==> src/hw/rtl/fvc_pkg.sv <==
// Package: shared constants, register codes, state and control types for the forest vote block.
package fvc_pkg;

  localparam int unsigned CLASS_W = 6;
  localparam int unsigned VOTE_W = 7;
  localparam int unsigned Q_W = 25;
  localparam int unsigned COUNT_W = 32;
  localparam int unsigned FRAC_W = 24;
  localparam int unsigned IN_DATA_W = 8;
  localparam int unsigned OUT_DATA_W = 72;
  localparam int unsigned ADDR_W = 4;
  localparam int unsigned APB_DATA_W = 32;

  localparam int unsigned NUM_CLASSES_DEFAULT = 39;
  localparam int unsigned NUM_TREES_DEFAULT = 100;

  localparam logic [Q_W-1:0] ONE_Q24 = 25'h100_0000;
  localparam logic [VOTE_W-1:0] TALLY_MAX = 7'd127;
  localparam logic [Q_W-1:0] EMA_WEIGHT_RESET = 25'd16777;
  localparam logic [Q_W-1:0] CONF_FLOOR_RESET = 25'd15099494;

  typedef enum logic [1:0] {
    REG_EMA_WEIGHT = 2'd0,
    REG_CONF_FLOOR = 2'd1,
    REG_VOTE_SCALE = 2'd2,
    REG_NONE       = 2'd3
  } reg_idx_t;

  typedef enum logic [2:0] {
    ST_IDLE,
    ST_UPDATE,
    ST_PROB,
    ST_MIX,
    ST_SUM,
    ST_EMIT
  } state_t;

  typedef struct packed {
    logic [Q_W-1:0] ema_weight;
    logic [Q_W-1:0] confidence_floor;
    logic [Q_W-1:0] vote_scale;
  } cfg_t;

  typedef struct packed {
    logic rd_en;
    logic upd;
    logic clr;
  } tally_ctl_t;

  typedef struct packed {
    logic restart;
    logic prob;
    logic mix;
    logic sum;
    logic emit;
  } conf_ctl_t;

endpackage

==> src/hw/rtl/fvc_regs.sv <==
// Configuration registers behind the APB port.
module fvc_regs #(
  parameter logic [fvc_pkg::Q_W-1:0] SCALE_RESET =
    fvc_pkg::Q_W'((1 << fvc_pkg::FRAC_W) / fvc_pkg::NUM_TREES_DEFAULT)
) (
  input  logic                            clk,
  input  logic                            rst,
  input  logic                            psel,
  input  logic                            penable,
  input  logic                            pwrite,
  input  logic [fvc_pkg::ADDR_W-1:0]      paddr,
  input  logic [fvc_pkg::APB_DATA_W-1:0]  pwdata,
  output logic [fvc_pkg::APB_DATA_W-1:0]  prdata,
  output logic                            pready,
  output fvc_pkg::cfg_t                   cfg
);

  fvc_pkg::reg_idx_t idx;
  logic              wr;

  assign idx    = fvc_pkg::reg_idx_t'(paddr[3:2]);
  assign pready = 1'b1;
  assign wr     = psel && penable && pwrite;

  always_ff @(posedge clk) begin
    if (rst) begin
      cfg.ema_weight       <= fvc_pkg::EMA_WEIGHT_RESET;
      cfg.confidence_floor <= fvc_pkg::CONF_FLOOR_RESET;
      cfg.vote_scale       <= SCALE_RESET;
    end else if (wr) begin
      unique case (idx)
        fvc_pkg::REG_EMA_WEIGHT: cfg.ema_weight <= pwdata[fvc_pkg::Q_W-1:0];
        fvc_pkg::REG_CONF_FLOOR: cfg.confidence_floor <= pwdata[fvc_pkg::Q_W-1:0];
        fvc_pkg::REG_VOTE_SCALE: cfg.vote_scale <= pwdata[fvc_pkg::Q_W-1:0];
        fvc_pkg::REG_NONE: ;
      endcase
    end
  end

  always_comb begin
    unique case (idx)
      fvc_pkg::REG_EMA_WEIGHT: prdata = 32'(cfg.ema_weight);
      fvc_pkg::REG_CONF_FLOOR: prdata = 32'(cfg.confidence_floor);
      fvc_pkg::REG_VOTE_SCALE: prdata = 32'(cfg.vote_scale);
      fvc_pkg::REG_NONE:       prdata = '0;
    endcase
  end

endmodule

==> src/hw/rtl/fvc_tally.sv <==
// Per-class tally memory with read-modify-write update and running best tracking.
module fvc_tally #(
  parameter int unsigned NUM_CLASSES = fvc_pkg::NUM_CLASSES_DEFAULT
) (
  input  logic                           clk,
  input  logic                           rst,
  input  fvc_pkg::tally_ctl_t            ctl,
  input  logic [fvc_pkg::CLASS_W-1:0]    cls,
  output logic [fvc_pkg::VOTE_W-1:0]     best_votes,
  output logic [fvc_pkg::CLASS_W-1:0]    best_class
);

  localparam int unsigned IDX_W = $clog2(NUM_CLASSES);

  logic [fvc_pkg::VOTE_W-1:0]  mem [NUM_CLASSES];
  logic [NUM_CLASSES-1:0]      valid;
  logic [fvc_pkg::VOTE_W-1:0]  rd_data;
  logic                        rd_valid;
  logic [fvc_pkg::CLASS_W-1:0] cls_q;
  logic                        in_range;
  logic                        in_range_q;
  logic [IDX_W-1:0]            rd_idx;
  logic [IDX_W-1:0]            wr_idx;
  logic [fvc_pkg::VOTE_W-1:0]  cur;
  logic [fvc_pkg::VOTE_W-1:0]  cnt;
  logic                        wr_en;
  logic                        take;

  assign in_range = 7'(cls) < 7'(NUM_CLASSES);
  assign rd_idx   = cls[IDX_W-1:0];
  assign wr_idx   = cls_q[IDX_W-1:0];
  assign cur      = rd_valid ? rd_data : '0;
  assign cnt      = (cur < fvc_pkg::TALLY_MAX) ? cur + 7'd1 : cur;
  assign wr_en    = ctl.upd && in_range_q;
  assign take     = (cnt > best_votes) ||
                    ((cnt == best_votes) && (cnt != '0) && (cls_q < best_class));

  always_ff @(posedge clk) begin
    if (ctl.rd_en && in_range) begin
      rd_data <= mem[rd_idx];
    end
    if (wr_en) begin
      mem[wr_idx] <= cnt;
    end
  end

  always_ff @(posedge clk) begin
    if (ctl.rd_en) begin
      cls_q <= cls;
    end
  end

  always_ff @(posedge clk) begin
    if (rst) begin
      valid      <= '0;
      rd_valid   <= 1'b0;
      in_range_q <= 1'b0;
      best_votes <= '0;
      best_class <= '0;
    end else begin
      if (ctl.rd_en) begin
        in_range_q <= in_range;
        rd_valid   <= in_range && valid[rd_idx];
      end
      if (ctl.clr) begin
        valid      <= '0;
        best_votes <= '0;
        best_class <= '0;
      end else if (wr_en) begin
        valid[wr_idx] <= 1'b1;
        if (take) begin
          best_votes <= cnt;
          best_class <= cls_q;
        end
      end
    end
  end

endmodule

==> src/hw/rtl/fvc_conf.sv <==
// Confidence moving average, floor compare and saturating low-confidence counter.
module fvc_conf (
  input  logic                          clk,
  input  logic                          rst,
  input  fvc_pkg::conf_ctl_t            ctl,
  input  fvc_pkg::cfg_t                 cfg,
  input  logic [fvc_pkg::VOTE_W-1:0]    best_votes,
  output logic [fvc_pkg::Q_W-1:0]       conf_acc,
  output logic                          below,
  output logic [fvc_pkg::COUNT_W-1:0]   count_next
);

  logic [fvc_pkg::COUNT_W-1:0] count;
  logic [31:0]                 prob_raw;
  logic [fvc_pkg::Q_W-1:0]     prob_q;
  logic [fvc_pkg::Q_W-1:0]     w_q;
  logic [49:0]                 keep_q;
  logic [49:0]                 fresh_q;
  logic [50:0]                 sum;

  assign prob_raw = 32'(best_votes) * 32'(cfg.vote_scale);
  assign sum      = 51'(keep_q) + 51'(fresh_q);
  assign below    = conf_acc < cfg.confidence_floor;

  always_comb begin
    count_next = count;
    if (below && (count != '1)) begin
      count_next = count + 32'd1;
    end
  end

  always_ff @(posedge clk) begin
    if (ctl.prob) begin
      prob_q <= (prob_raw > 32'(fvc_pkg::ONE_Q24)) ? fvc_pkg::ONE_Q24 : prob_raw[24:0];
      w_q    <= (cfg.ema_weight > fvc_pkg::ONE_Q24) ? fvc_pkg::ONE_Q24 : cfg.ema_weight;
    end
    if (ctl.mix) begin
      keep_q  <= 50'(fvc_pkg::ONE_Q24 - w_q) * 50'(conf_acc);
      fresh_q <= 50'(w_q) * 50'(prob_q);
    end
  end

  always_ff @(posedge clk) begin
    if (rst) begin
      conf_acc <= fvc_pkg::ONE_Q24;
      count    <= '0;
    end else if (ctl.restart) begin
      conf_acc <= fvc_pkg::ONE_Q24;
      count    <= '0;
    end else begin
      if (ctl.sum) begin
        conf_acc <= sum[48:24];
      end
      if (ctl.emit) begin
        count <= count_next;
      end
    end
  end

endmodule

==> src/hw/rtl/forest_vote_with_confidence.sv <==
// Top level: vote intake, flow sequencer and result register of the forest vote block.
// A vote without the last mark goes through accept, then tally read-modify-write.
// A vote with the last mark goes through accept, tally update, probability multiply,
// mix multiplies, sum, result load; the result shows in the cycle after the result load,
// and the result load waits while the previous result is not yet taken. A new vote is
// taken only in idle, once the steps for the previous vote are done.
// Reset (rst, synchronous) clears tallies via valid bits, confidence to 1.0, counter to 0.
module forest_vote_with_confidence #(
  parameter int unsigned NUM_CLASSES = fvc_pkg::NUM_CLASSES_DEFAULT,
  parameter int unsigned NUM_TREES   = fvc_pkg::NUM_TREES_DEFAULT
) (
  input  logic                              clk,
  input  logic                              rst,
  input  logic                              s_tvalid,
  output logic                              s_tready,
  input  logic [fvc_pkg::IN_DATA_W-1:0]     s_tdata,   // [5:0] tree_class
  input  logic                              s_tlast,   // last_vote
  input  logic                              s_tuser,   // [0] restart_run
  output logic                              m_tvalid,
  input  logic                              m_tready,
  // [5:0] winning_class, [12:6] winning_votes, [37:13] confidence_level,
  // [38] below_floor, [70:39] retrain_count
  output logic [fvc_pkg::OUT_DATA_W-1:0]    m_tdata,
  input  logic                              psel,
  input  logic                              penable,
  input  logic                              pwrite,
  input  logic [fvc_pkg::ADDR_W-1:0]        paddr,
  input  logic [fvc_pkg::APB_DATA_W-1:0]    pwdata,
  output logic [fvc_pkg::APB_DATA_W-1:0]    prdata,
  output logic                              pready
);

  localparam logic [fvc_pkg::Q_W-1:0] SCALE_RESET = 25'((1 << 24) / NUM_TREES);

  fvc_pkg::state_t                state;
  fvc_pkg::state_t                state_next;
  fvc_pkg::cfg_t                  cfg;
  fvc_pkg::tally_ctl_t            tally_ctl;
  fvc_pkg::conf_ctl_t             conf_ctl;
  logic                           accept;
  logic                           last_q;
  logic                           slot_free;
  logic [fvc_pkg::VOTE_W-1:0]     best_votes;
  logic [fvc_pkg::CLASS_W-1:0]    best_class;
  logic [fvc_pkg::Q_W-1:0]        conf_acc;
  logic                           below;
  logic [fvc_pkg::COUNT_W-1:0]    count_next;

  fvc_regs #(
    .SCALE_RESET(SCALE_RESET)
  ) u_regs (
    .clk    (clk),
    .rst    (rst),
    .psel   (psel),
    .penable(penable),
    .pwrite (pwrite),
    .paddr  (paddr),
    .pwdata (pwdata),
    .prdata (prdata),
    .pready (pready),
    .cfg    (cfg)
  );

  fvc_tally #(
    .NUM_CLASSES(NUM_CLASSES)
  ) u_tally (
    .clk       (clk),
    .rst       (rst),
    .ctl       (tally_ctl),
    .cls       (s_tdata[fvc_pkg::CLASS_W-1:0]),
    .best_votes(best_votes),
    .best_class(best_class)
  );

  fvc_conf u_conf (
    .clk       (clk),
    .rst       (rst),
    .ctl       (conf_ctl),
    .cfg       (cfg),
    .best_votes(best_votes),
    .conf_acc  (conf_acc),
    .below     (below),
    .count_next(count_next)
  );

  assign accept    = s_tvalid && s_tready;
  assign slot_free = !m_tvalid || m_tready;

  always_ff @(posedge clk) begin
    if (rst) begin
      state <= fvc_pkg::ST_IDLE;
    end else begin
      state <= state_next;
    end
  end

  always_ff @(posedge clk) begin
    if (accept) begin
      last_q <= s_tlast;
    end
  end

  always_comb begin
    state_next = state;
    unique case (state)
      fvc_pkg::ST_IDLE:   if (s_tvalid) state_next = fvc_pkg::ST_UPDATE;
      fvc_pkg::ST_UPDATE: state_next = last_q ? fvc_pkg::ST_PROB : fvc_pkg::ST_IDLE;
      fvc_pkg::ST_PROB:   state_next = fvc_pkg::ST_MIX;
      fvc_pkg::ST_MIX:    state_next = fvc_pkg::ST_SUM;
      fvc_pkg::ST_SUM:    state_next = fvc_pkg::ST_EMIT;
      fvc_pkg::ST_EMIT:   if (slot_free) state_next = fvc_pkg::ST_IDLE;
      default:            state_next = fvc_pkg::ST_IDLE;
    endcase
  end

  always_comb begin
    s_tready         = (state == fvc_pkg::ST_IDLE);
    tally_ctl.rd_en  = s_tvalid && (state == fvc_pkg::ST_IDLE);
    tally_ctl.upd    = (state == fvc_pkg::ST_UPDATE);
    tally_ctl.clr    = (state == fvc_pkg::ST_EMIT) && slot_free;
    conf_ctl.restart = s_tvalid && (state == fvc_pkg::ST_IDLE) && s_tuser;
    conf_ctl.prob    = (state == fvc_pkg::ST_PROB);
    conf_ctl.mix     = (state == fvc_pkg::ST_MIX);
    conf_ctl.sum     = (state == fvc_pkg::ST_SUM);
    conf_ctl.emit    = (state == fvc_pkg::ST_EMIT) && slot_free;
  end

  always_ff @(posedge clk) begin
    if (rst) begin
      m_tvalid <= 1'b0;
    end else if (conf_ctl.emit) begin
      m_tvalid <= 1'b1;
    end else if (m_tready) begin
      m_tvalid <= 1'b0;
    end
  end

  always_ff @(posedge clk) begin
    if (conf_ctl.emit) begin
      m_tdata <= {1'b0, count_next, below, conf_acc, best_votes, best_class};
    end
  end

`ifndef ASSERT_OFF
  a_result_from_emit: assert property (@(posedge clk) disable iff (rst)
    $rose(m_tvalid) |-> $past(state == fvc_pkg::ST_EMIT))
    else $error("result appeared without a flow close");

  a_conf_bounded: assert property (@(posedge clk) disable iff (rst)
    m_tvalid |-> (m_tdata[37:13] <= fvc_pkg::ONE_Q24))
    else $error("confidence above 1.0");

  a_below_counts: assert property (@(posedge clk) disable iff (rst)
    (m_tvalid && m_tdata[38]) |-> (m_tdata[70:39] != '0))
    else $error("low confidence flow not counted");

  a_no_accept_while_busy: assert property (@(posedge clk) disable iff (rst)
    (state != fvc_pkg::ST_IDLE) |-> !tally_ctl.rd_en)
    else $error("tally read issued during an update");
`endif

endmodule

==> config.mk <==
export PLATFORM = sky130hd
export DESIGN_NAME = forest_vote_with_confidence
export DESIGN_NICKNAME = d
export VERILOG_FILES = /design/src/hw/rtl/fvc_pkg.sv /design/src/hw/rtl/fvc_regs.sv /design/src/hw/rtl/fvc_tally.sv /design/src/hw/rtl/fvc_conf.sv /design/src/hw/rtl/forest_vote_with_confidence.sv
export SDC_FILE = /design/constraint.sdc
export NUM_CORES = 2
export LEC_CHECK = 0
export BUFFER_PORTS_ARGS = -buffer_cell sky130_fd_sc_hd__buf_4
export CORE_MARGIN = 4
export CORE_UTILIZATION = 35
export CTS_CLUSTER_DIAMETER = 200
export CTS_CLUSTER_SIZE = 30
export DETAILED_ROUTE_END_ITERATION = 6
export GPL_TIMING_DRIVEN = 0
export SYNTH_ARGS = -nofsm -noshare
export SYNTH_HDL_FRONTEND = slang
export SYNTH_HIERARCHICAL = 1
export SYNTH_SLANG_ARGS = --single-unit
==> constraint.sdc <==
create_clock -name clk -period 10.4 [get_ports clk]
set_input_delay 0.52 -clock clk [delete_from_list [all_inputs] [get_ports clk]]
set_output_delay 0.52 -clock clk [all_outputs]
set_load 0.02 [all_outputs]
# Word-level counts from Yosys, hierarchy flattened
# Memory sizes are Yosys's and may differ from the RTL's. A register that Yosys moved wholly into a read port is not among the register bits.
# Index checks and enable logic that the tools add are counted.
# word_totals
register_bits	416
latch_bits	0
ramBits	273
mem_bits_ro	0
input_bits	53
out_inout_bits	107
wordCells	92
memories	1
# op_classes
add_sub_neg	4
mul	3
div	0
magnitude_cmp	10
eq_ne	12
shift	0
muxes	16
bitwise	1
reduce_logical	26
# memory_table
memory	words	width	read_ports	rd_clocked_by_memory_dff	write_ports	line	rtl
u_tally.mem	39	7	1	1	1	fvc_tally.sv:15	logic [fvc_pkg::VOTE_W-1:0] mem [NUM_CLASSES];
# ops
operator	count
case mux 32 bit (4 select lines)	1
multiplier 50 x 25 -> 49 bit	1
adder 49 bit	1
multiplier 25 x 25 -> 49 bit	1
bitwise OR 39 bit	1
adder 32 x 1 -> 32 bit, second input constant	1
greater-than comparator 32 x 25 -> 1 bit, second input constant	1
multiplier 7 x 25 -> 32 bit	1
two-way mux 32 bit	1
inequality test 32 bit, second input constant	1
subtractor 25 x 25 -> 26 bit, first input constant	1
greater-than comparator 25 bit, second input constant	1
less-than comparator 25 bit	1
case mux 3 bit (6 select lines)	1
less-than comparator 6 x 7 -> 1 bit, second input constant	2
two-way mux 7 bit	2
logical AND 1 bit	12
AND reduction 2 bit	5
adder 7 x 1 -> 7 bit, second input constant	1
== test 7 bit	1
greater-than comparator 7 bit	1
less-than comparator 7 bit, second input constant	1
nonzero test 7 bit	1
binary-select mux 1 bit (select 6 bit)	1
other kinds (19)	31

# Depth between registers and ports, before layout
# logic_depth
ltp_word	8
ltp_mapped	36
ltp_nobuf	32

# Hierarchy
# Netlist, hierarchy kept.
# modules_own_cells
mod	instances	cells_each	area_per_inst_um2	seq_area_each_um2
fvc_conf	1	6501	59420.7	5585.4
fvc_tally	1	750	13629.3	9669.3
fvc_regs	1	393	3678.5	1501.4
forest_vote_with_confidence	1	100	2383.5	2242.2

# Least setup slack after synthesis
# OpenSTA, ideal clock, no wires.
# synth_timing
path_type	register to register
start	reg u_conf/w_q[0] (netlist bit)
end	reg u_conf.keep_q[45], data pin
setup_ps	264
t_arrival_ps	8283
t_required_ps	10136
slack_ps	1853
path_stages_with_launch	34
path_buffers	3
period_less_slack_ps	8547
path_cell_list	edfxtp_1 -> clkbuf_1 -> clkbuf_1 -> inv_1 -> ha_1 -> nand2_1 -> or2_2 -> or3_1 -> xor2_1 -> clkbuf_1 -> nand2_1 -> fa_1 -> fa_1 -> fa_1 -> inv_1 -> fa_1 -> inv_1 -> fa_1 -> inv_1 -> fa_1 -> inv_1 -> fa_1 -> inv_1 -> ha_1 -> o21a_1 -> o211ai_1 -> nand2_1 -> and3_1 -> a21o_1 -> a31oi_1 -> or4_1 -> a2111oi_0 -> nor4_1 -> nand3b_1
# synth_via
elab_chain_len	2
# synth_lines
item	line	rtl
from (decl)	fvc_conf.sv:16	logic [fvc_pkg::Q_W-1:0] w_q;
from (signal assigned)	fvc_conf.sv:35	w_q <= (cfg.ema_weight > fvc_pkg::ONE_Q24) ? fvc_pkg::ONE_Q24 : cfg.ema_weight;
subtractor 25 x 25 -> 26 bit	fvc_conf.sv:38	keep_q <= 50'(fvc_pkg::ONE_Q24 - w_q) * 50'(conf_acc);
multiplier 50 x 25 -> 49 bit	fvc_conf.sv:38	
to (signal assigned)	fvc_conf.sv:38	
to (decl)	fvc_conf.sv:17	logic [49:0] keep_q;
# Every way passes these cells.
# A chain may end at the register's enable or synchronous reset.

# Worst setup path in the final report
# layout_timing
start	reg u_conf/w_q[10] (netlist bit)
end	reg u_conf.keep_q[46], data pin
# Same word-level chain as after synthesis.

==> flow_summary.toml <==
[pwr]
swShare_pct = 44.4
total_power_w = 0.0138
share_clk_of_total_power_pct = 10.3
internal_power_w = 0.00770
total_switching_power_w = 0.00614
p_seq_share_pct = 25.3
max-vdd-ir-drop_mv = 0.559
combinational_share_of_power_pct = 64.4
power.static_leakage_nw = 38.8
pwr_density_cell_nw_per_um2 = 162

[final_layout]
mostFrequentLayoutCell = "inv_1"
fill_cells = 22300
leading_cell_types_in_the_layout_fill_and_taps_excluded = "inv_1 (1429), fa_1 (1290), nand2_1 (1009)"
final_net_count = 9752
drive_above_1_share_pct = 5.58
area_growth_syn_to_layout_pct = 8.14
multi_input_area_um2 = 53400
final-seq-area_um2 = 19000

[status]
outcome = "complete, but fails checks"
violations_in_the_final_reports = "design-rule violations"

[drt]
routed_met3_length_um = 20700
drt_first_iter_violations = 4965
routed-via-count = 57000
routed_wire_length_per_instance_um = 22.7
detail_route.first_pass.iterations = 7
vias_per_cell = 5.19
route.layer.met1.wl_um = 102000
final_wirelength_um = 250000
route.antenna.remaining_nets = 0
route.met2.wl_um = 115000
drcViolationCount = 1
routed.top_layer = "met5"

[yosys]
mean_instance_size_in_the_synthesized_netlist_um2 = 10.2
synth-edff-count = 506
ys_seq_area_share_pct = 24.0
post_synth_inst_count = 7744
yosys_register_bits = 696
async_flop_share_pct = 0
synth_area_um2 = 79100
ys.warnings.count = 6
netlist-cell-type-count = 98
most_used_flip_flop_cell_after_synthesis = "edfxtp_1"

[sta]
fmax_ghz = 0.0986
setup_viol = 0
setup_repair_after_global_routing_missed_its_margin = "false"
portion_of_the_clock_cycle_consumed_by_the_worst_path_in_the_final_layout_pct = 97.5
totalNegativeSetupSlack_ns = 0
fin_worst_skew_ns = 0.0663
worst-slew-pin-transition_ns = 1.47
timing.max_slew.rel_slack_pct = 2.00
report.final.slew_viol_count = 0
finalCriticalPeriod_ns = 10.14
timing.final.hold_violations = 0

[worst_setup_path]
path_class = "flop to flop"
critPathMaxFanout = 10
crit_required_ns = 10.84
critPathMostFrequentCell = "fa_1"
critPathCaptureType = "flop"
cpMaxStageDelayCell = "clkbuf_1"
timing.critical_path.slowest_cell_delay_ns = 0.86
crit_buf_inv = 7
timing.critical_path.arrival_ns = 10.59
start_kind = "flop"
path_delay_family = "adder cells"

[place]
place.detailed.hpwl_um = 201000
globalplace.congestion = 0.953
port-buffer-count = 139

[floorplan]
die_h_um = 483
std_cell_rows = 174
initial_utilization_pct = 35.2
core_area_um2 = 225000
num_io_pins = 160
design.die.area_um2 = 234000
die_w_um = 483

[global_route]
antenna_found_initial = 12
grt_overflow_total = 0
grt_pass1_wl_um = 375000
grt_start_max_net_pins = 76
via_count_of_the_first_global_routing_pass = 59600
groute.usage.overall_pct = 21.2

[clock_network]
clockBufferDepth = 3
numClockSinks = 696
worstSkewPairLatency_ns = 0.70
cts_inserted_buffers = 28
cts_root_buf = "clkbuf_16"
cts.reportedPaths.clkPinSlew_ns = 0.12
tritoncts = "yes"
cts-htree-levels = 1

[worst_hold_path]
min-delay-path-class = "input pin to flop"

[run]
maxCapViolations = 0
## routing by layer
layer / vias to the layer above / global-route usage (%)
met4: 4 / 9.03
li1: 24700 / -
met2: 2413 / 34.0
met3: 438 / 3.73
met5: - / 0
met1: 29400 / 28.2
## per-stage QoR
step                      hold slack (ns)  std cells  instance area [um2]  util (%)  worst slack, ns
after floorplan                     0.430       7750                79100         -             1.85
after global placement              0.439      10900                83900      37.3            -1.89
after detailed placement            0.447      10900                84200      37.4            -1.72
after CTS                          0.0268      10900                85300      37.9           0.0216
after global routing               0.0434      11000                85500      38.0          0.00536
final                              0.0745      11000                85600      38.0            0.256
## Yosys cell counts (91+ instances only)
cell | n | area (um2)
inv_1 | 1431 | 5370
fa_1 | 1290 | 25800
nand2_1 | 1009 | 3790
and2_1 | 689 | 4310
edfxtp_1 | 506 | 15200
ha_1 | 459 | 5740
clkbuf_1 | 319 | 1200
nor2_1 | 228 | 856
dfxtp_1 | 190 | 3800
a21oi_1 | 178 | 891
mux2i_1 | 141 | 1410
xnor2_1 | 127 | 1110
o21ai_0 | 118 | 591
nand2b_1 | 91 | 569
## flip-flops by register name, summed over array words and instances, names as in the netlist, 3 cells and up
name / flops
u_tally/mem: 273
u_regs/cfg: 75
m_tdata: 71
u_conf/fresh_q: 49
u_conf/keep_q: 49
u_tally/valid: 39
u_conf/count: 32
u_conf/conf_acc: 25
u_conf/prob_q: 25
u_conf/w_q: 25
u_tally/best_votes: 7
u_tally/rd_data: 7
u_tally/best_class: 6
u_tally/cls_q: 6
state: 3
## timing repair
item,4_1_cts,5_1_grt
hold endpoints to repair,6,0
setup endpoints to repair,28,12
buffers inserted,4,21
resized for setup,55,13
pin swaps,0,0
hold buffers,6,0
## cell families (layout without fill, tap and decap cells)
kind of cell | after synthesis | count (layout) | synth area share [%]
compound gates | 672 | 672 | 5.73
buf+inv | 1809 | 2031 | 8.82
xor+xnor | 198 | 198 | 2.19
simple gates | 2383 | 2383 | 14.9
flops | 696 | 696 | 24.0
other cells | 3 | 19 | 0.0142
mux | 228 | 228 | 4.30
fa+ha+maj | 1755 | 1755 | 40.0
## power groups by stage
stage                     sequential (W)  clock, W  combinational [W]
after floorplan                  0.00353         0            0.00643
after global placement           0.00356         0            0.00879
after detailed placement         0.00356         0            0.00888
after CTS                        0.00350   0.00147            0.00894
after global routing             0.00350   0.00157            0.00990
final                            0.00350   0.00143            0.00891
## cell type report
cell class                 count  area share, %
antenna                       10         0.0293
clock buffer                  49          0.913
sequential                   696           22.2
buffer                       364           1.89
tap                         2992           4.38
timing repair buffer         184           1.79
clock inverter                 3          0.105
multi-input combinational   5245           62.4
inverter                    1431           6.28
## worst reg2reg max path, stage by stage (launching register included)
cell and delay [ns]:
edfxtp_1 0.44, clkbuf_1 0.86, nor3_1 0.22, xnor2_2 0.69
clkbuf_1 0.76, nand2_1 0.18, fa_1 0.46, fa_1 0.52
fa_1 0.56, inv_1 0.05, fa_1 0.51, inv_1 0.06
fa_1 0.53, inv_1 0.05, fa_1 0.47, inv_1 0.05
fa_1 0.47, inv_1 0.05, ha_1 0.36, and3_1 0.23
nand4_1 0.18, nor3_1 0.60, o21ai_1 0.38, a2111oi_1 0.60
o21ai_0 0.27, a32oi_1 0.27, xor2_1 0.09
## final timing paths
path / start / to / slack (ns) / depth (start not counted)
max reg2reg: u_conf/w_q[10] / u_conf/keep_q[46] / 0.26 / 26
min: s_tdata[4] / u_tally/cls_q[4] / 0.07 / 1
min reg2reg: u_conf/count[23] / u_conf/count[23] / 0.47 / 2
max: u_conf/w_q[10] / u_conf/keep_q[46] / 0.26 / 26
No activity file was read; power rests on OpenSTA's default activity.
